[src/design/vsta_sqrt_cell.sv]
// one root bit of the distance square root, radicand is rad << 2*FRAC_BITS
module vsta_sqrt_cell #(
  parameter int IDX       = 0,
  parameter int DW        = 41,
  parameter int SW        = 50,
  parameter int FRAC_BITS = 16,
  parameter int SIDE_W    = 8
) (
  input  logic              clk_i,
  input  logic              rst_ni,
  input  logic              vld_i,
  input  logic [DW+1:0]     rem_i,
  input  logic [DW-1:0]     root_i,
  input  logic [SW-1:0]     rad_i,
  input  logic [SIDE_W-1:0] side_i,
  output logic              vld_o,
  output logic [DW+1:0]     rem_o,
  output logic [DW-1:0]     root_o,
  output logic [SW-1:0]     rad_o,
  output logic [SIDE_W-1:0] side_o
);

  localparam int K  = DW - 1 - IDX;
  localparam int LO = 2 * K - 2 * FRAC_BITS;

  logic [1:0]    pair;
  logic [DW+1:0] rem_sh;
  logic [DW+1:0] trial;
  logic          ge;
  logic          vld_q;
  logic [DW+1:0] rem_q, rem_d;
  logic [DW-1:0] root_q, root_d;
  logic [SW-1:0] rad_q;
  logic [SIDE_W-1:0] side_q;

  // next two radicand bits, the low fraction pairs are zero
  generate
    if (LO >= 0) begin : g_pair
      assign pair = rad_i[LO+1:LO];
    end else begin : g_zero
      assign pair = 2'b00;
    end
  endgenerate

  // restoring square root step
  always_comb begin
    rem_sh = {rem_i[DW-1:0], pair};
    trial  = {root_i, 2'b01};
    ge     = (rem_sh >= trial);
    rem_d  = ge ? (rem_sh - trial) : rem_sh;
    root_d = {root_i[DW-2:0], ge};
  end

  always_ff @(posedge clk_i or negedge rst_ni) begin
    if (!rst_ni) begin
      vld_q <= 1'b0;
    end else begin
      vld_q <= vld_i;
    end
  end

  always_ff @(posedge clk_i) begin
    rem_q  <= rem_d;
    root_q <= root_d;
    rad_q  <= rad_i;
    side_q <= side_i;
  end

  assign vld_o  = vld_q;
  assign rem_o  = rem_q;
  assign root_o = root_q;
  assign rad_o  = rad_q;
  assign side_o = side_q;

endmodule

[config.mk]
export PLATFORM = sky130hd
export DESIGN_NAME = vsta_sqrt_cell
export DESIGN_NICKNAME = d
export VERILOG_FILES = /design/src/design/vsta_sqrt_cell.sv
export SDC_FILE = /design/constraint.sdc
export NUM_CORES = 1
export LEC_CHECK = 0
export BUFFER_PORTS_ARGS = -buffer_cell sky130_fd_sc_hd__buf_2
export CAP_MARGIN = 20
export CORE_ASPECT_RATIO = 1.25
export CORE_MARGIN = 3
export CORE_UTILIZATION = 30
export CTS_CLUSTER_SIZE = 40
export DETAILED_ROUTE_END_ITERATION = 10
export SETUP_SLACK_MARGIN = 0.5
export SLEW_MARGIN = 15
export SYNTH_ARGS = -nofsm -noshare
export SYNTH_HDL_FRONTEND = slang
export SYNTH_SLANG_ARGS = --single-unit
[constraint.sdc]
create_clock -name clk_i -period 0.8 [get_ports clk_i]
set_input_delay 0.12 -clock clk_i [delete_from_list [all_inputs] [get_ports clk_i]]
set_output_delay 0.12 -clock clk_i [all_outputs]
set_load 0.005 [all_outputs]
==> impl_metrics.csv <==
group,metric,value,unit
timing,worst_slew_pin_slew,0.506,ns
timing,finalHoldViolations,127,
global_route,grt_max_degree,17,
status,status,"finished with violations",
logic_synthesis,syn_area_per_cell,9.86,µm²
place,gp_congestion,0.905,
timing,final_max_slew_viol_count,0,
logic_synthesis,yosysWarnings,0,
logic_synthesis,synth_area_leaders,"dfxtp_1, ha_1, mux2_2, mux2_4, a21oi_1",
logic_synthesis,synthArstFlopShare,0.699,%
place,hpwl,18100,µm
min_path,min_path_type,"primary input to flop",
routing,routed_wl,23000,µm
logic_synthesis,synth.yosys.seq_area_share,44.2,%
clock_network,numCtsBuffers,17,
clock_network,clk_pin_slew_worst_paths,0.07,ns
setup_path,crit_arrival,2.46,ns
timing,rsz0062_at_grt,"true",
timing,finalSetupViolations,187,
floorplan,pin_count,288,
clock_network,cts_buffer_depth,2,
floorplan,row_count,59,
routing,detail-route-antenna-nets,0,
routing,dr_total_vias,6692,
logic_synthesis,yosysTopAreaCell,"dfxtp_1",
logic_synthesis,synthFlopType,"dfxtp_1",
timing,slew_headroom,65.9,%
power_and_ir_drop,power_leakage,0.00572,µW
routing,avgRoutedWirePerCell,16.0,µm
global_route,grt_pass1_wl,34700,µm
global_route,grt_pass1_vias,6984,
timing,fmax,464,MHz
setup_path,cp_max_fo,6,
setup_path,crit_path_end_kind,"flop",
floorplan,die-area,23500,µm²
floorplan,die-width,138,µm
clock_network,cts_sinks,143,
clock_network,hold_buffers,1,
power_and_ir_drop,cellPowerDensity,1970,nW/µm²
routing,drt_iter0_drc,175,
clock_network,cts-root-buf,"clkbuf_16",
clock_network,cts_tree,"built",
logic_synthesis,synth_top_area_share,43.8,%
logic_synthesis,synth_most_common_cell,"dfxtp_1",
global_route,grt_usage,18.9,%
final_layout,area_growth,82.5,%
place,pre_cts_ws,-1.95,ns
setup_path,path_class,"primary input to flop",
routing,drt_first_pass_iters,4,
timing,fin_crit,2.15,ns
final_layout,diodes,0,
routing,drc_errors,0,
final_layout,drive_gt1_share,68.1,%
power_and_ir_drop,ir_drop,0.00143,V
setup_path,cp.required,1.11,ns
clock_network,h-tree-depth,4,
timing,layout_setup_ws,-1.35,ns
logic_synthesis,syn-num-nets,847,
routing,via_per_inst,4.65,
timing,whs,-0.214,ns
global_route,antenna_found_initial,0,
logic_synthesis,netlist-cell-type-count,60,
logic_synthesis,synth_edf_count,0,
final_layout,final_nets,1341,
floorplan,start_util,30.9,%
logic_synthesis,synth_seq_cells,143,
timing,timing.final.crit_share,269,%
logic_synthesis,synth_common_cells,"dfxtp_1, inv_1, a21oi_1",
floorplan,dieHeight,171,µm
logic_synthesis,synthCells,659,
power_and_ir_drop,power,23300,µW
flow_run,maxCapViolCount,0,
final_layout,num-fill-cells,1893,
global_route,globalRouteOverflowTotal,0,
place,portBuffers,285,
setup_path,start_kind,"primary input",
logic_synthesis,syn-cell-area,6490,µm²
floorplan,coreArea,21000,µm²
status,failed_checks,"hold timing, setup timing",
-- final cells by class --
class | count | area, µm² | share of cell area, %
inverters | 52 | 230 | 1.94
multi-input cells | 439 | 3960 | 33.4
clock buffers | 18 | 439 | 3.70
clock inverters | 14 | 170 | 1.44
repair buffers | 500 | 3680 | 31.0
flip-flops and latches | 143 | 3040 | 25.6
well taps | 274 | 343 | 2.89
-- repair_timing --
action | CTS | global route
buffers inserted | 18 | 5
endpoints found under the setup margin | 187 | 187
resized for setup | 112 | 92
hold endpoints to repair | 127 | 127
pin swaps | 22 | 9
gates cloned | 1 | 1
-- metrics by stage --
| step | std cells | TNS (ns) | cell area (µm²) | util (%) |
|---|---|---|---|---|
| after floorplan | 659 | -63.41 | 6890 | - |
| after global placement | 1382 | -81.63 | 9920 | 47.1 |
| after detailed placement | 1382 | -82.03 | 9920 | 47.1 |
| after CTS | 1434 | -84.99 | 11200 | 53.4 |
| after global routing | 1440 | -86.96 | 11900 | 56.4 |
| final | 1440 | -80.29 | 11900 | 56.4 |
-- layer usage --
layer  global-route usage [%]  routed length [µm]  vias to the layer above
li1                         -                   -                     3321
met1                     20.3                8720                     3101
met2                     35.5               12000                      233
met3                     4.24                1600                       37
met4                     7.07                 642                        0
met5                        0                   0                        -
-- logic make-up after synthesis --
family | count (synthesis) | share of synthesized area, %
compound gates | 165 | 17.4
simple gates | 162 | 12.8
flops | 143 | 44.2
buf+inv | 77 | 5.86
fa+ha+maj | 43 | 8.28
mux | 36 | 7.11
xor+xnor | 33 | 4.45
-- cell usage in the layout, fill, tap and decap left out, types with 22 or more instances in the layout --
master / n
nor2_1: 35
inv_1: 43
a21oi_1: 34
mux2_4: 33
buf_2: 206
xnor2_1: 23
nand2_1: 37
dfxtp_2: 135
ha_4: 22
buf_6: 87
a21o_1: 26
buf_4: 197
-- flip-flops by register name (all words and copies together) (netlist names) --
signal / flops
vld_o: 1
rad_o: 50
rem_o: 43
root_o: 41
side_o: 8
-- path summary, 6_finish.rpt --
path | from | to | slack, ns | depth (start not counted)
worst max-delay path | root_i[1] | rem_o[2]$_DFF_P_ | -1.35 | 14
worst min-delay path | side_i[2] | side_o[2]$_DFF_P_ | -0.21 | 1
max in group asynchronous | rst_ni | vld_o$_DFF_PN0_ | 0.73 | 2
min in group asynchronous | rst_ni | vld_o$_DFF_PN0_ | -0.01 | 2
-- power breakdown --
| part | internal, µW | leakage, µW | switching, µW |
|---|---|---|---|
| registers | 7900 | 0.00121 | 241 |
| logic | 4040 | 0.00421 | 2930 |
| clock network | 4560 | 0.000297 | 3640 |
-- worst max-delay path: stages --
cell and delay (ns):
buf_8 0.07, inv_4 0.03, ha_4 0.27, o211ai_1 0.11, o211a_1 0.26, nor3_4 0.21, o2111ai_4 0.17, a21oi_2 0.25
o2111a_2 0.31, nor2_8 0.06, clkinv_8 0.09, buf_6 0.10, buf_6 0.11, mux2_4 0.29
Note: power is estimated with default switching activity, not from simulation.
