`config.mk`:
```
export PLATFORM = sky130hd
export DESIGN_NAME = vsta_div_cell
export DESIGN_NICKNAME = d
export VERILOG_FILES = /design/src/design/vsta_div_cell.sv
export SDC_FILE = /design/constraint.sdc
export NUM_CORES = 1
export LEC_CHECK = 0
export ABC_AREA = 1
export BUFFER_PORTS_ARGS = -buffer_cell sky130_fd_sc_hd__buf_2
export CORE_AREA = 4 4 442 444
export DETAILED_ROUTE_END_ITERATION = 6
export DIE_AREA = 0 0 446 448
export GPL_TIMING_DRIVEN = 0
export SETUP_SLACK_MARGIN = 0.02
export SYNTH_ARGS = -nofsm -noshare
export SYNTH_HDL_FRONTEND = slang
export SYNTH_SLANG_ARGS = --single-unit
```
`constraint.sdc`:
```
create_clock -name clk_i -period 0.8 [get_ports clk_i]
set_clock_uncertainty 0.15 [all_clocks]
set_input_delay 0.04 -clock clk_i [delete_from_list [all_inputs] [get_ports clk_i]]
set_output_delay 0.04 -clock clk_i [all_outputs]
set_load 0.02 [all_outputs]
```
`src/design/vsta_div_cell.sv`:
```
// one quotient bit for all three axes, numerator fed msb first
module vsta_div_cell #(
  parameter int IDX    = 0,
  parameter int DW     = 41,
  parameter int NW     = 67,
  parameter int SIDE_W = 8
) (
  input  logic                 clk_i,
  input  logic                 rst_ni,
  input  logic                 vld_i,
  input  logic [DW-1:0]        dvs_i,
  input  logic [2:0][NW-1:0]   num_i,
  input  logic [2:0][DW-1:0]   rem_i,
  input  logic [2:0][NW-1:0]   quo_i,
  input  logic [SIDE_W-1:0]    side_i,
  output logic                 vld_o,
  output logic [DW-1:0]        dvs_o,
  output logic [2:0][NW-1:0]   num_o,
  output logic [2:0][DW-1:0]   rem_o,
  output logic [2:0][NW-1:0]   quo_o,
  output logic [SIDE_W-1:0]    side_o
);

  localparam int BIT = NW - 1 - IDX;

  logic                vld_q;
  logic [DW-1:0]       dvs_q;
  logic [2:0][NW-1:0]  num_q;
  logic [2:0][DW-1:0]  rem_q, rem_d;
  logic [2:0][NW-1:0]  quo_q, quo_d;
  logic [SIDE_W-1:0]   side_q;

  // restoring division step per lane
  always_comb begin
    logic [DW:0] sh;
    logic        ge;
    for (int k = 0; k < 3; k++) begin
      sh       = {rem_i[k], num_i[k][BIT]};
      ge       = (sh >= {1'b0, dvs_i});
      sh       = ge ? (sh - {1'b0, dvs_i}) : sh;
      rem_d[k] = sh[DW-1:0];
      quo_d[k] = {quo_i[k][NW-2:0], ge};
    end
  end

  always_ff @(posedge clk_i or negedge rst_ni) begin
    if (!rst_ni) begin
      vld_q <= 1'b0;
    end else begin
      vld_q <= vld_i;
    end
  end

  always_ff @(posedge clk_i) begin
    dvs_q  <= dvs_i;
    num_q  <= num_i;
    rem_q  <= rem_d;
    quo_q  <= quo_d;
    side_q <= side_i;
  end

  assign vld_o  = vld_q;
  assign dvs_o  = dvs_q;
  assign num_o  = num_q;
  assign rem_o  = rem_q;
  assign quo_o  = quo_q;
  assign side_o = side_q;

endmodule

```
==> results of run 1 <==
## state kept, by name, indices dropped and copies added (netlist names)
register and count:
dvs_o 41, num_o 201, quo_o 201, rem_o 123, side_o 8, vld_o 1
## routing by layer
| metal | wire length [um] | track usage, % | part of all wire, % |
|---|---|---|---|
| met4 | 22540 | 16.37 | 11 |
| met5 | 143 | 0.8658 | 0.070 |
| met1 | 62460 | 16.66 | 30 |
| met2 | 108200 | 36.72 | 53 |
| met3 | 11770 | 4.438 | 5.7 |
## what timing repair did
action                                 CTS  global route
hold buffers                           712             4
setup endpoints to repair              701           903
buffers inserted                        74           109
endpoints found under the hold margin  576           246
pin swaps                               41           215
resized for setup                      497           801
gates cloned                             2            17
## critical path, stage by stage
cell and delay, ns:
sky130_fd_sc_hd__buf_8 0.08, sky130_fd_sc_hd__clkinvlp_4 0.12, sky130_fd_sc_hd__buf_6 0.16, sky130_fd_sc_hd__ha_4 0.32, sky130_fd_sc_hd__nand2_4 0.07, sky130_fd_sc_hd__inv_4 0.06, sky130_fd_sc_hd__nand2_4 0.06, sky130_fd_sc_hd__nor3_4 0.20
sky130_fd_sc_hd__inv_2 0.07, sky130_fd_sc_hd__nor3_4 0.28, sky130_fd_sc_hd__nand2_8 0.15, sky130_fd_sc_hd__nand2_8 0.20, sky130_fd_sc_hd__clkbuf_16 0.18, sky130_fd_sc_hd__nand2_1 0.08, sky130_fd_sc_hd__nand2_4 0.13
## Yosys cell counts
cell                       count  area [um^2]
sky130_fd_sc_hd__a21boi_0      4        30.03
sky130_fd_sc_hd__a21o_1        6        45.04
sky130_fd_sc_hd__a21oi_1     100        500.5
sky130_fd_sc_hd__a21oi_2       2        17.52
sky130_fd_sc_hd__and2_1        4        25.02
sky130_fd_sc_hd__buf_2        24        120.1
sky130_fd_sc_hd__buf_6        12        135.1
sky130_fd_sc_hd__dfrtp_1       1        25.02
sky130_fd_sc_hd__dfxtp_1     574        11490
sky130_fd_sc_hd__fa_1          3        60.06
sky130_fd_sc_hd__ha_1        123         1539
sky130_fd_sc_hd__inv_1       439         1648
sky130_fd_sc_hd__nand2_1    1007         3780
sky130_fd_sc_hd__nand2_2       9        56.30
sky130_fd_sc_hd__nand2_4       3        33.78
sky130_fd_sc_hd__nand3_1     266         1331
sky130_fd_sc_hd__nand3_2       3        30.03
sky130_fd_sc_hd__nand3b_1     19        142.6
sky130_fd_sc_hd__nand4_1      11        68.82
sky130_fd_sc_hd__nor2_1      232        870.8
sky130_fd_sc_hd__nor2_2       17        106.4
sky130_fd_sc_hd__nor3_1       18        90.09
sky130_fd_sc_hd__nor3_2        5        50.05
sky130_fd_sc_hd__o21ai_0      33        165.2
sky130_fd_sc_hd__o21ai_1       3        15.01
sky130_fd_sc_hd__o21bai_1     13        97.59
sky130_fd_sc_hd__or2_2         7        43.79
sky130_fd_sc_hd__xor2_1       66        578.1
## per-stage QoR
stage | instance area [um^2] | TNS, ns | total power [mW] | hold slack, ns | utilization (%)
6_report | 49760 | -457.42 | 96.41 | -0.7047 | 25.97
5_1_grt | 49690 | -495.18 | 100.2 | -0.7795 | 25.94
4_1_cts | 45010 | -492.83 | 93.25 | -0.7566 | 23.49
3_5_place_dp | 32400 | -272.07 | 53.31 | -0.3343 | 16.91
3_3_place_gp | 32400 | -274.51 | 53.37 | -0.3352 | 16.91
2_1_floorplan | 23490 | -109.13 | 42.69 | -0.4056 | -
## logic make-up after synthesis
kind of cell | Yosys count | share of synthesized area (%)
xor gates and xnor gates | 66 | 2.503
buffers and inverters | 475 | 8.240
AOI/OAI and AO/OA | 161 | 3.770
DFF | 575 | 49.86
and+or+nand+nor | 1601 | 28.70
adders and majority gates | 126 | 6.923
## cell type report
type / count / area [um^2] / share of cell area (%)
flip-flops and latches: 575 / 11620 / 23.36
clock inverters: 27 / 387.9 / 0.7796
inverters: 439 / 1803 / 3.624
clock buffers: 96 / 1972 / 3.963
diodes: 76 / 190.2 / 0.3822
repair buffers: 2063 / 15830 / 31.81
plain buffers: 30 / 446.7 / 0.8978
multi-input cells: 1957 / 14350 / 28.84
well taps: 2526 / 3161 / 6.352
## worst min-delay path by stage
stage	cells after the start	end	slack, ns	from
finish	1	dvs_o[37]	-0.70	dvs_i[37]
global route	1	dvs_o[15]	-0.78	dvs_i[15]
CTS	1	num_o[200]	-0.76	num_i[200]
detailed placement	1	vld_o	-0.33	rst_ni
global placement	1	vld_o	-0.34	rst_ni
floorplan	0	vld_o	-0.41	rst_ni
## placed cells by master, fill, tap and decap left out, types with 76 or more instances in the layout
cell type                       netlist  routed
sky130_fd_sc_hd__dfxtp_1            574     538
sky130_fd_sc_hd__buf_2               24    1084
sky130_fd_sc_hd__nand2_4              3     119
sky130_fd_sc_hd__nand3_1            266     147
sky130_fd_sc_hd__inv_1              439     365
sky130_fd_sc_hd__ha_4                 0     112
sky130_fd_sc_hd__nor2_1             232     167
sky130_fd_sc_hd__dlygate4sd3_1        0     716
sky130_fd_sc_hd__nand2_2              9     176
sky130_fd_sc_hd__clkbuf_16            0      86
sky130_fd_sc_hd__diode_2              0      76
sky130_fd_sc_hd__buf_4                0     130
sky130_fd_sc_hd__nand2_1           1007     718
## power by group
| part | switching (mW) | internal (mW) | total (mW) |
|---|---|---|---|
| Clock | 14.7 | 18.9 | 33.6 |
| Sequential | 1.10 | 31.1 | 32.2 |
| Combinational | 18.4 | 12.1 | 30.5 |
| Total | 34.2 | 62.2 | 96.4 |
==> reports/metrics.cfg, run 1 <==
[layout]
filler_cell_count = 20290
areaGrowthSynthToFinish_pct = 115.4
layout-drive-gt1-share_pct = 44.23
layout.cells.non_filler = 7789
fin_nets = 5840

[drt]
post-route-drc-count = 0
detail-route-antenna-nets = 0
drt-vias-per-instance = 3.801
route.final.wire_length_mm = 205.1
firstDrtPassIters = 6
vias = 29610
detail_route.wl_per_cell_um = 26.34
initialDrtViolationCount = 1720

[critical_path]
worstPathMaxFanout = 7
path_class = input pin to flop
setup.worst_path.end_class = flop
cp.arrival_ns = 2.23
critical_path_required_ns = 1.24
worstSetupEndpoint = rem_o[18]
crit_path_start_kind = input pin
critical_path.startpoint = dvs_i[27]

[synthesis]
syn_area_mm2 = 0.02310
post_synth.cell_area_avg_um2 = 7.688
seq_area_frac_synth_pct = 49.86
synth_fp_nets = 3707
synth-seq-cells = 575
yosys.cell_types.count = 28
postSynthCellCount = 3004
yosys_warnings = 0

[cts]
htreeDepth = 3
cts-buffers-inserted = 71
cts_tree = done
number_of_buffers_on_the_longest_clock_path = 3
path_clk_slew_ns = 0.08
clock-sinks = 575
clock_tree.root_cell = sky130_fd_sc_hd__clkbuf_16

[place]
dp_slack_ns = -2.541
gp_congestion = 0.9584
numPortBuffers = 1148
dp.final_hpwl_mm = 166.8
dpl.cell_count = 6678

[floorplanning]
floorplan.core_area_mm2 = 0.1916
die-width_um = 446
die_area_mm2 = 0.1998
io_pins = 1152
start_util_pct = 12.06
die_height_um = 448
num_rows = 161

[sta]
rsz_0062_raised_after_global_routing = true
slew_headroom_pct = 71.29
achievable-frequency_ghz = 0.5607
hold_ws_ns = -0.7047
final_worst_setup_slack_ns = -0.9833
hold_viol_final = 219
timing_max_transition_violations_final = 0
min_period_ns = 1.783
timing_worst_slew_pin_value_ns = 0.4337
setup_viol = 993
layout_worst_path_cycle_share_pct = 222.9

[run_status]
failing_checks = negative hold slack, negative setup slack
result_of_the_run = finished with violations

[global_routing]
grt_pass1_wl_mm = 255.6
grt_start_max_net_pins = 14
gr_overflow_total = 0
number_of_global_route_vias_before_repair = 29370
gr-usage-all-layers_pct = 19.16
number_of_antenna_violations_at_the_first_check_in_global_routing = 126

[job]
maxCapViolations = 0

[power_and_ir_drop]
power.leakage_nw = 23.37
powerDensity_mw_per_mm2 = 1938
irDropWorstVdd_mv = 1.660

[min_path]
path_class_of_the_lowest_slack_min_delay_path = input pin to flop

(Power assumes the default switching activity.)
==> run 2: changes to the inputs <==
==> constraint.sdc (replaced) <==
create_clock -name clk_i -period 0.8 [get_ports clk_i]
set_clock_uncertainty 0.15 [all_clocks]
set_input_delay 0.24 -clock clk_i [delete_from_list [all_inputs] [get_ports clk_i]]
set_output_delay 0.24 -clock clk_i [all_outputs]
set_load 0.02 [all_outputs]
==> run 2 against run 1 <==
- the flow still finishes with violations (negative hold slack, negative setup slack)
- global-route usage decreased by 0.38 points
- via count fell by 3.8%
- clock-buffer cell count unchanged
- sequential power hardly changed
- clock power about the same
- setup slack got worse by 0.17 ns
- first-iteration DRC count decreased by 0.58%
- core utilization decreased by 1.7 points
==> reports/metrics.cfg, run 2 (synthesis gave the netlist of run 1 again) <==
[power_and_ir_drop]
powerDensity_mw_per_mm2 = 2034  ; was 1938 mW/mm^2
power.leakage_nw = 22.05  ; was 23.37 nW
irDropWorstVdd_mv = 1.655  ; was 1.660 mV

[place]
dpl.cell_count = 6678  ; unchanged
gp_congestion = 0.9584  ; unchanged
dp.final_hpwl_mm = 166.8  ; unchanged
placement.cell_area_mm2 = 0.03240  ; unchanged
numPortBuffers = 1148  ; unchanged

[layout]
final_common_cell = sky130_fd_sc_hd__buf_2  ; unchanged
layout-drive-gt1-share_pct = 44.90  ; was 44.23%
multi_input_comb_area_mm2 = 0.01405  ; was 0.01435 mm^2
layout.cells.non_filler = 7506  ; was 7789
areaGrowthSynthToFinish_pct = 101.7  ; was 115.4%
design_area_mm2 = 0.04658  ; was 0.04976 mm^2
fin_nets = 5579  ; was 5840
layout.cells.most_common_list = sky130_fd_sc_hd__buf_2, sky130_fd_sc_hd__nand2_1, sky130_fd_sc_hd__dfxtp_1  ; was sky130_fd_sc_hd__buf_2, sky130_fd_sc_hd__nand2_1, sky130_fd_sc_hd__dlygate4sd3_1
finalCoreUtilization_pct = 24.32  ; was 25.97%
final-seq-area_mm2 = 0.01161  ; was 0.01162 mm^2
filler_cell_count = 20580  ; was 20.29k

[min_path]
holdPathEnd = num_o[66]  ; was dvs_o[37]
path_class_of_the_lowest_slack_min_delay_path = input pin to flop  ; unchanged
hold_path.startpoint = num_i[66]  ; was dvs_i[37]
worstHoldPathCells = 1  ; unchanged

[cts]
cts-buffers-inserted = 71  ; unchanged
htreeDepth = 3  ; unchanged
clock_tree.root_cell = sky130_fd_sc_hd__clkbuf_16  ; unchanged
clock-sinks = 575  ; unchanged
path_clk_slew_ns = 0.05  ; was 0.08 ns
number_of_buffers_on_the_longest_clock_path = 3  ; unchanged
cts_tree = done  ; unchanged

[sta]
hold_ws_ns = -0.4479  ; was -0.7047 ns
layout_worst_path_cycle_share_pct = 244.2  ; was 222.9%
achievable-frequency_ghz = 0.5118  ; was 0.5607 GHz
slew_headroom_pct = 71.55  ; was 71.29%
hold_viol_final = 77  ; was 219
final_worst_setup_slack_ns = -1.154  ; was -0.9833 ns
setup_viol = 701  ; was 993
rsz_0062_raised_after_global_routing = true  ; unchanged
min_period_ns = 1.954  ; was 1.783 ns
timing_worst_slew_pin_value_ns = 0.4297  ; was 0.4337 ns
tns_ns = -585.83  ; was -457.42 ns
timing_max_transition_violations_final = 0  ; unchanged

[drt]
routed-wl-met2_mm = 108.3  ; was 108.2 mm
route.final.wire_length_mm = 201.4  ; was 205.1 mm
vias = 28490  ; was 29.61k
wl_met3_mm = 11.35  ; was 11.77 mm
detail-route-antenna-nets = 0  ; unchanged
firstDrtPassIters = 7  ; was 6
m1WireLength_mm = 61.10  ; was 62.46 mm
detail_route.wl_per_cell_um = 26.84  ; was 26.34 um
initialDrtViolationCount = 1710  ; was 1720
drt-vias-per-instance = 3.796  ; was 3.801
top_signal_layer_used = met5  ; unchanged
post-route-drc-count = 0  ; unchanged

[floorplanning]
num_rows = 161  ; unchanged
die-width_um = 446  ; unchanged
die_height_um = 448  ; unchanged
floorplan.core_area_mm2 = 0.1916  ; unchanged
io_pins = 1152  ; unchanged
start_util_pct = 12.06  ; unchanged
die_area_mm2 = 0.1998  ; unchanged

[global_routing]
number_of_global_route_vias_before_repair = 27960  ; was 29.37k
grt_pass1_wl_mm = 248.9  ; was 255.6 mm
gr-usage-all-layers_pct = 18.79  ; was 19.16%
number_of_antenna_violations_at_the_first_check_in_global_routing = 124  ; was 126
grt_start_max_net_pins = 14  ; unchanged
gr_overflow_total = 0  ; unchanged

[critical_path]
worst-path-buf-inv = 6  ; unchanged
path_class = input pin to flop  ; unchanged
critical_path_required_ns = 1.23  ; was 1.24 ns
critical_path.cell_chain = buf_8 > clkinvlp_4 > buf_6 > ha_4 > nand2_4 > inv_4 > nand2_4 > nor3_4 > inv_2 > nor3_4 > nand2_8 > nand2_8 > buf_12 > nand3_2 > nand2_2  ; was buf_8 > clkinvlp_4 > buf_6 > ha_4 > nand2_4 > inv_4 > nand2_4 > nor3_4 > inv_2 > nor3_4 > nand2_8 > nand2_8 > clkbuf_16 > nand2_1 > nand2_4
worstPathMaxFanout = 6  ; was 7
cp.arrival_ns = 2.39  ; was 2.23 ns
crit_path_start_kind = input pin  ; unchanged
critPathTopFamily = simple AND/OR/NAND/NOR gates  ; unchanged
critPathMaxStageDelay_ns = 0.32  ; about the same
setup.worst_path.end_class = flop  ; unchanged
cpMaxStageDelayCell = sky130_fd_sc_hd__ha_4  ; unchanged

[run_status]
result_of_the_run = finished with violations  ; unchanged
failing_checks = negative hold slack, negative setup slack  ; unchanged

[job]
maxCapViolations = 0  ; unchanged

-- run 2: changes by cell type in the layout (fill, tap and decap cells not counted), sizes merged --
cell	previous run	this run
dlygate4sd3	716	498
buf	1363	1323
diode	76	54
clkbuf	110	107
-- run 2: layer usage --
| metal | vias up | global-route usage (%) |
|---|---|---|
| met5 | - | 0 |
| met4 | 22 | 15.58 |
| met3 | 532 | 4.149 |
| met2 | 1324 | 36.34 |
| met1 | 13510 | 16.43 |
| li1 | 13110 | - |
-- run 2: worst max path at each step --
stage | startpoint | end | cells past startpoint
after floorplan | dvs_i[21] | rem_o[119] | 13
after global placement | dvs_i[19] | rem_o[26] | 14
after detailed placement | dvs_i[19] | rem_o[26] | 14
after CTS | dvs_i[33] | rem_o[84] | 15
after global routing | dvs_i[11] | rem_o[8] | 17
final | dvs_i[27] | rem_o[32] | 15
-- run 2: stage by stage --
stage	worst slack, ns	hold WS, ns	power [mW]
floorplan	-1.086	-0.2056	42.69
global placement	-2.740	-0.1352	53.37
finish	-1.154	-0.4479	94.74
global route	-1.142	-0.5252	98.59
detailed placement	-2.741	-0.1343	53.31
CTS	-1.104	-0.5383	92.40
-- run 2: where the power goes --
| group | switching, mW | internal, mW |
|---|---|---|
| clock | 14.7 | 18.9 |
| combinational | 18.0 | 11.0 |
| sequential | 1.06 | 31.1 |
| total | 33.8 | 61.0 |
-- run 2: timing repair --
action,in CTS,in global routing
buffers inserted,74,68
endpoints found under the setup margin,701,701
gates resized for setup,497,678
gates cloned,2,13
endpoints found under the hold margin,573,189
hold buffers,467,31
pin swaps,41,137
-- run 2: cell type report --
cell class                 instances  share of cell area (%)
buffer                            32                  0.9213
multi-input combinational       1957                   30.17
antenna                           54                  0.2901
tap                             2526                   6.784
inverter                         439                   3.870
timing repair buffer            1800                   27.97
sequential                       575                   24.93
clock inverter                    27                  0.8326
clock buffer                      96                   4.233
==> run 3: changes to the inputs <==
--- a/config.mk
+++ b/config.mk
@@ -11,7 +11,6 @@
 export DETAILED_ROUTE_END_ITERATION = 6
 export DIE_AREA = 0 0 446 448
 export GPL_TIMING_DRIVEN = 0
-export SETUP_SLACK_MARGIN = 0.02
 export SYNTH_ARGS = -nofsm -noshare
 export SYNTH_HDL_FRONTEND = slang
 export SYNTH_SLANG_ARGS = --single-unit
==> run 3 against run 2 <==
- sequential cell count unchanged
- core utilization barely moved
- clock-buffer cell count is the same
- critical path depth did not move
- critical endpoint unchanged
- the flow still finishes with violations (negative hold slack, negative setup slack)
- first-iteration DRC count increased by 2.4%
- hold slack got worse by 0.0010 ns
- largest power group unchanged
- clock power about the same
- routed wire length barely moved
- non-clock buffer count up 2
- maximum frequency is essentially flat
==> reports/metrics.cfg, run 3 (synthesis gave the netlist of run 1 again) <==
[global_routing]
grt_pass1_wl_mm = 248.9  ; unchanged
gr-usage-all-layers_pct = 18.79  ; unchanged
use_met3_pct = 4.149  ; unchanged
gr_overflow_total = 0  ; unchanged
grt_start_max_net_pins = 14  ; unchanged
grt_met1_use_pct = 16.43  ; unchanged
number_of_global_route_vias_before_repair = 27960  ; unchanged
global_route.peak_usage_layer = met2  ; unchanged
number_of_antenna_violations_at_the_first_check_in_global_routing = 124  ; unchanged
groute.layer.met2.usage_pct = 36.34  ; unchanged

[drt]
post-route-drc-count = 0  ; unchanged
drt-vias-per-instance = 3.796  ; about the same
firstDrtPassIters = 6  ; was 7
route.final.wire_length_mm = 201.4  ; about the same
vias = 28490  ; about the same
detail-route-antenna-nets = 0  ; unchanged
detail_route.wl_per_cell_um = 26.83  ; was 26.84 um
initialDrtViolationCount = 1751  ; was 1710

[layout]
final-seq-area_mm2 = 0.01161  ; unchanged
filler_cell_count = 20580  ; unchanged
layout.cells.most_common_list = sky130_fd_sc_hd__buf_2, sky130_fd_sc_hd__nand2_1, sky130_fd_sc_hd__dfxtp_1  ; unchanged
fin_nets = 5581  ; was 5579
final_common_cell = sky130_fd_sc_hd__buf_2  ; unchanged
layout-drive-gt1-share_pct = 44.89  ; was 44.90%
layout.cells.non_filler = 7505  ; was 7506
multi_input_comb_area_mm2 = 0.01405  ; unchanged
areaGrowthSynthToFinish_pct = 101.8  ; was 101.7%

[critical_path]
critPathMaxStageDelay_ns = 0.29  ; was 0.32 ns
critical_path_required_ns = 1.23  ; about the same
crit_path_start_kind = input pin  ; unchanged
worst-path-buf-inv = 6  ; unchanged
critical_path_cell_count = 15  ; unchanged
path_class = input pin to flop  ; unchanged
critPathTopFamily = simple AND/OR/NAND/NOR gates  ; unchanged
setup.worst_path.end_class = flop  ; unchanged
worstPathMaxFanout = 6  ; unchanged
cp.arrival_ns = 2.39  ; about the same
cpMaxStageDelayCell = sky130_fd_sc_hd__ha_4  ; unchanged
critical_path.cell_chain = buf_2 > clkinvlp_4 > buf_12 > ha_4 > nand2_4 > inv_4 > nand2_4 > nor3_4 > inv_2 > nor3_4 > nand2_8 > nand2_8 > buf_12 > nand3_2 > nand2_2  ; was buf_8 > clkinvlp_4 > buf_6 > ha_4 > nand2_4 > inv_4 > nand2_4 > nor3_4 > inv_2 > nor3_4 > nand2_8 > nand2_8 > buf_12 > nand3_2 > nand2_2

[sta]
hold_viol_final = 75  ; was 77
timing_max_transition_violations_final = 0  ; unchanged
min_period_ns = 1.953  ; was 1.954 ns
achievable-frequency_ghz = 0.5120  ; was 0.5118 GHz
hold_ws_ns = -0.4489  ; was -0.4479 ns
timing_worst_slew_pin_value_ns = 0.4355  ; was 0.4297 ns
rsz_0062_raised_after_global_routing = true  ; unchanged
layout_worst_path_cycle_share_pct = 244.2  ; about the same
slew_headroom_pct = 71.17  ; was 71.55%
setup_viol = 701  ; unchanged
final_worst_setup_slack_ns = -1.153  ; was -1.154 ns

[place]
gp_congestion = 0.9584  ; unchanged
dpl.cell_count = 6678  ; unchanged
dp.final_hpwl_mm = 166.8  ; unchanged
numPortBuffers = 1148  ; unchanged

[run_status]
failing_checks = negative hold slack, negative setup slack  ; unchanged
result_of_the_run = finished with violations  ; unchanged

[floorplanning]
io_pins = 1152  ; unchanged
start_util_pct = 12.06  ; unchanged
die-width_um = 446  ; unchanged
num_rows = 161  ; unchanged
die_area_mm2 = 0.1998  ; unchanged
floorplan.core_area_mm2 = 0.1916  ; unchanged
die_height_um = 448  ; unchanged

[power_and_ir_drop]
power.leakage_nw = 22.06  ; was 22.05 nW
powerDensity_mw_per_mm2 = 2034  ; about the same
irDropWorstVdd_mv = 1.657  ; was 1.655 mV
total_power_mw = 94.80  ; was 94.74 mW

[min_path]
path_class_of_the_lowest_slack_min_delay_path = input pin to flop  ; unchanged
worstHoldPathCells = 1  ; unchanged

[cts]
path_clk_slew_ns = 0.05  ; about the same
htreeDepth = 3  ; unchanged
clock_tree.root_cell = sky130_fd_sc_hd__clkbuf_16  ; unchanged
clock-sinks = 575  ; unchanged
number_of_buffers_on_the_longest_clock_path = 3  ; unchanged
cts_tree = done  ; unchanged
cts-buffers-inserted = 71  ; unchanged

[job]
maxCapViolations = 0  ; unchanged

run 3: what timing repair did:
action | 4_1_cts | 5_1_grt
hold buffers | 467 | 33
gates resized for setup | 497 | 678
setup buffers | 74 | 68
gates cloned | 2 | 13
setup endpoints to repair | 701 | 701
endpoints found under the hold margin | 573 | 189
pin swaps | 41 | 137
run 3: worst paths after layout:
path	endpoint	start
setup / recovery	rem_o[32]	dvs_i[28]
hold / removal	num_o[66]	num_i[66]
max in group asynchronous	vld_o	rst_ni
min in group asynchronous	vld_o	rst_ni
run 3: final cells by class:
| type | count | area share, % |
|---|---|---|
| multi-input combinational | 1957 | 30.16 |
| antenna | 51 | 0.2739 |
| sequential | 575 | 24.92 |
| inverter | 439 | 3.869 |
| clock inverter | 27 | 0.8324 |
| tap | 2526 | 6.783 |
| clock buffer | 96 | 4.232 |
| timing repair buffer | 1802 | 28.00 |
| buffer | 32 | 0.9210 |
run 3: metal layers:
metal	vias up	wire length (um)
met5	-	140
li1	13110	-
met2	1321	108400
met1	13490	61450
met4	22	20410
met3	545	10980
run 3: power breakdown:
group          total, mW  switching [mW]  leakage [nW]  internal [mW]
clock network       33.6            14.7          1.13           18.9
registers           32.2            1.07          4.86           31.1
logic               29.0            18.0          16.1           11.0
total               94.8            33.8          22.1           61.0
run 3: metrics by stage:
step	worst slack [ns]	TNS, ns	cell area [um^2]	utilization (%)
2_1_floorplan	-1.086	-134.34	23490	-
3_3_place_gp	-2.740	-344.46	32400	16.91
3_5_place_dp	-2.741	-342.74	32400	16.91
4_1_cts	-1.104	-632.87	42560	22.21
5_1_grt	-1.142	-633.76	46560	24.30
6_report	-1.153	-586.32	46600	24.32
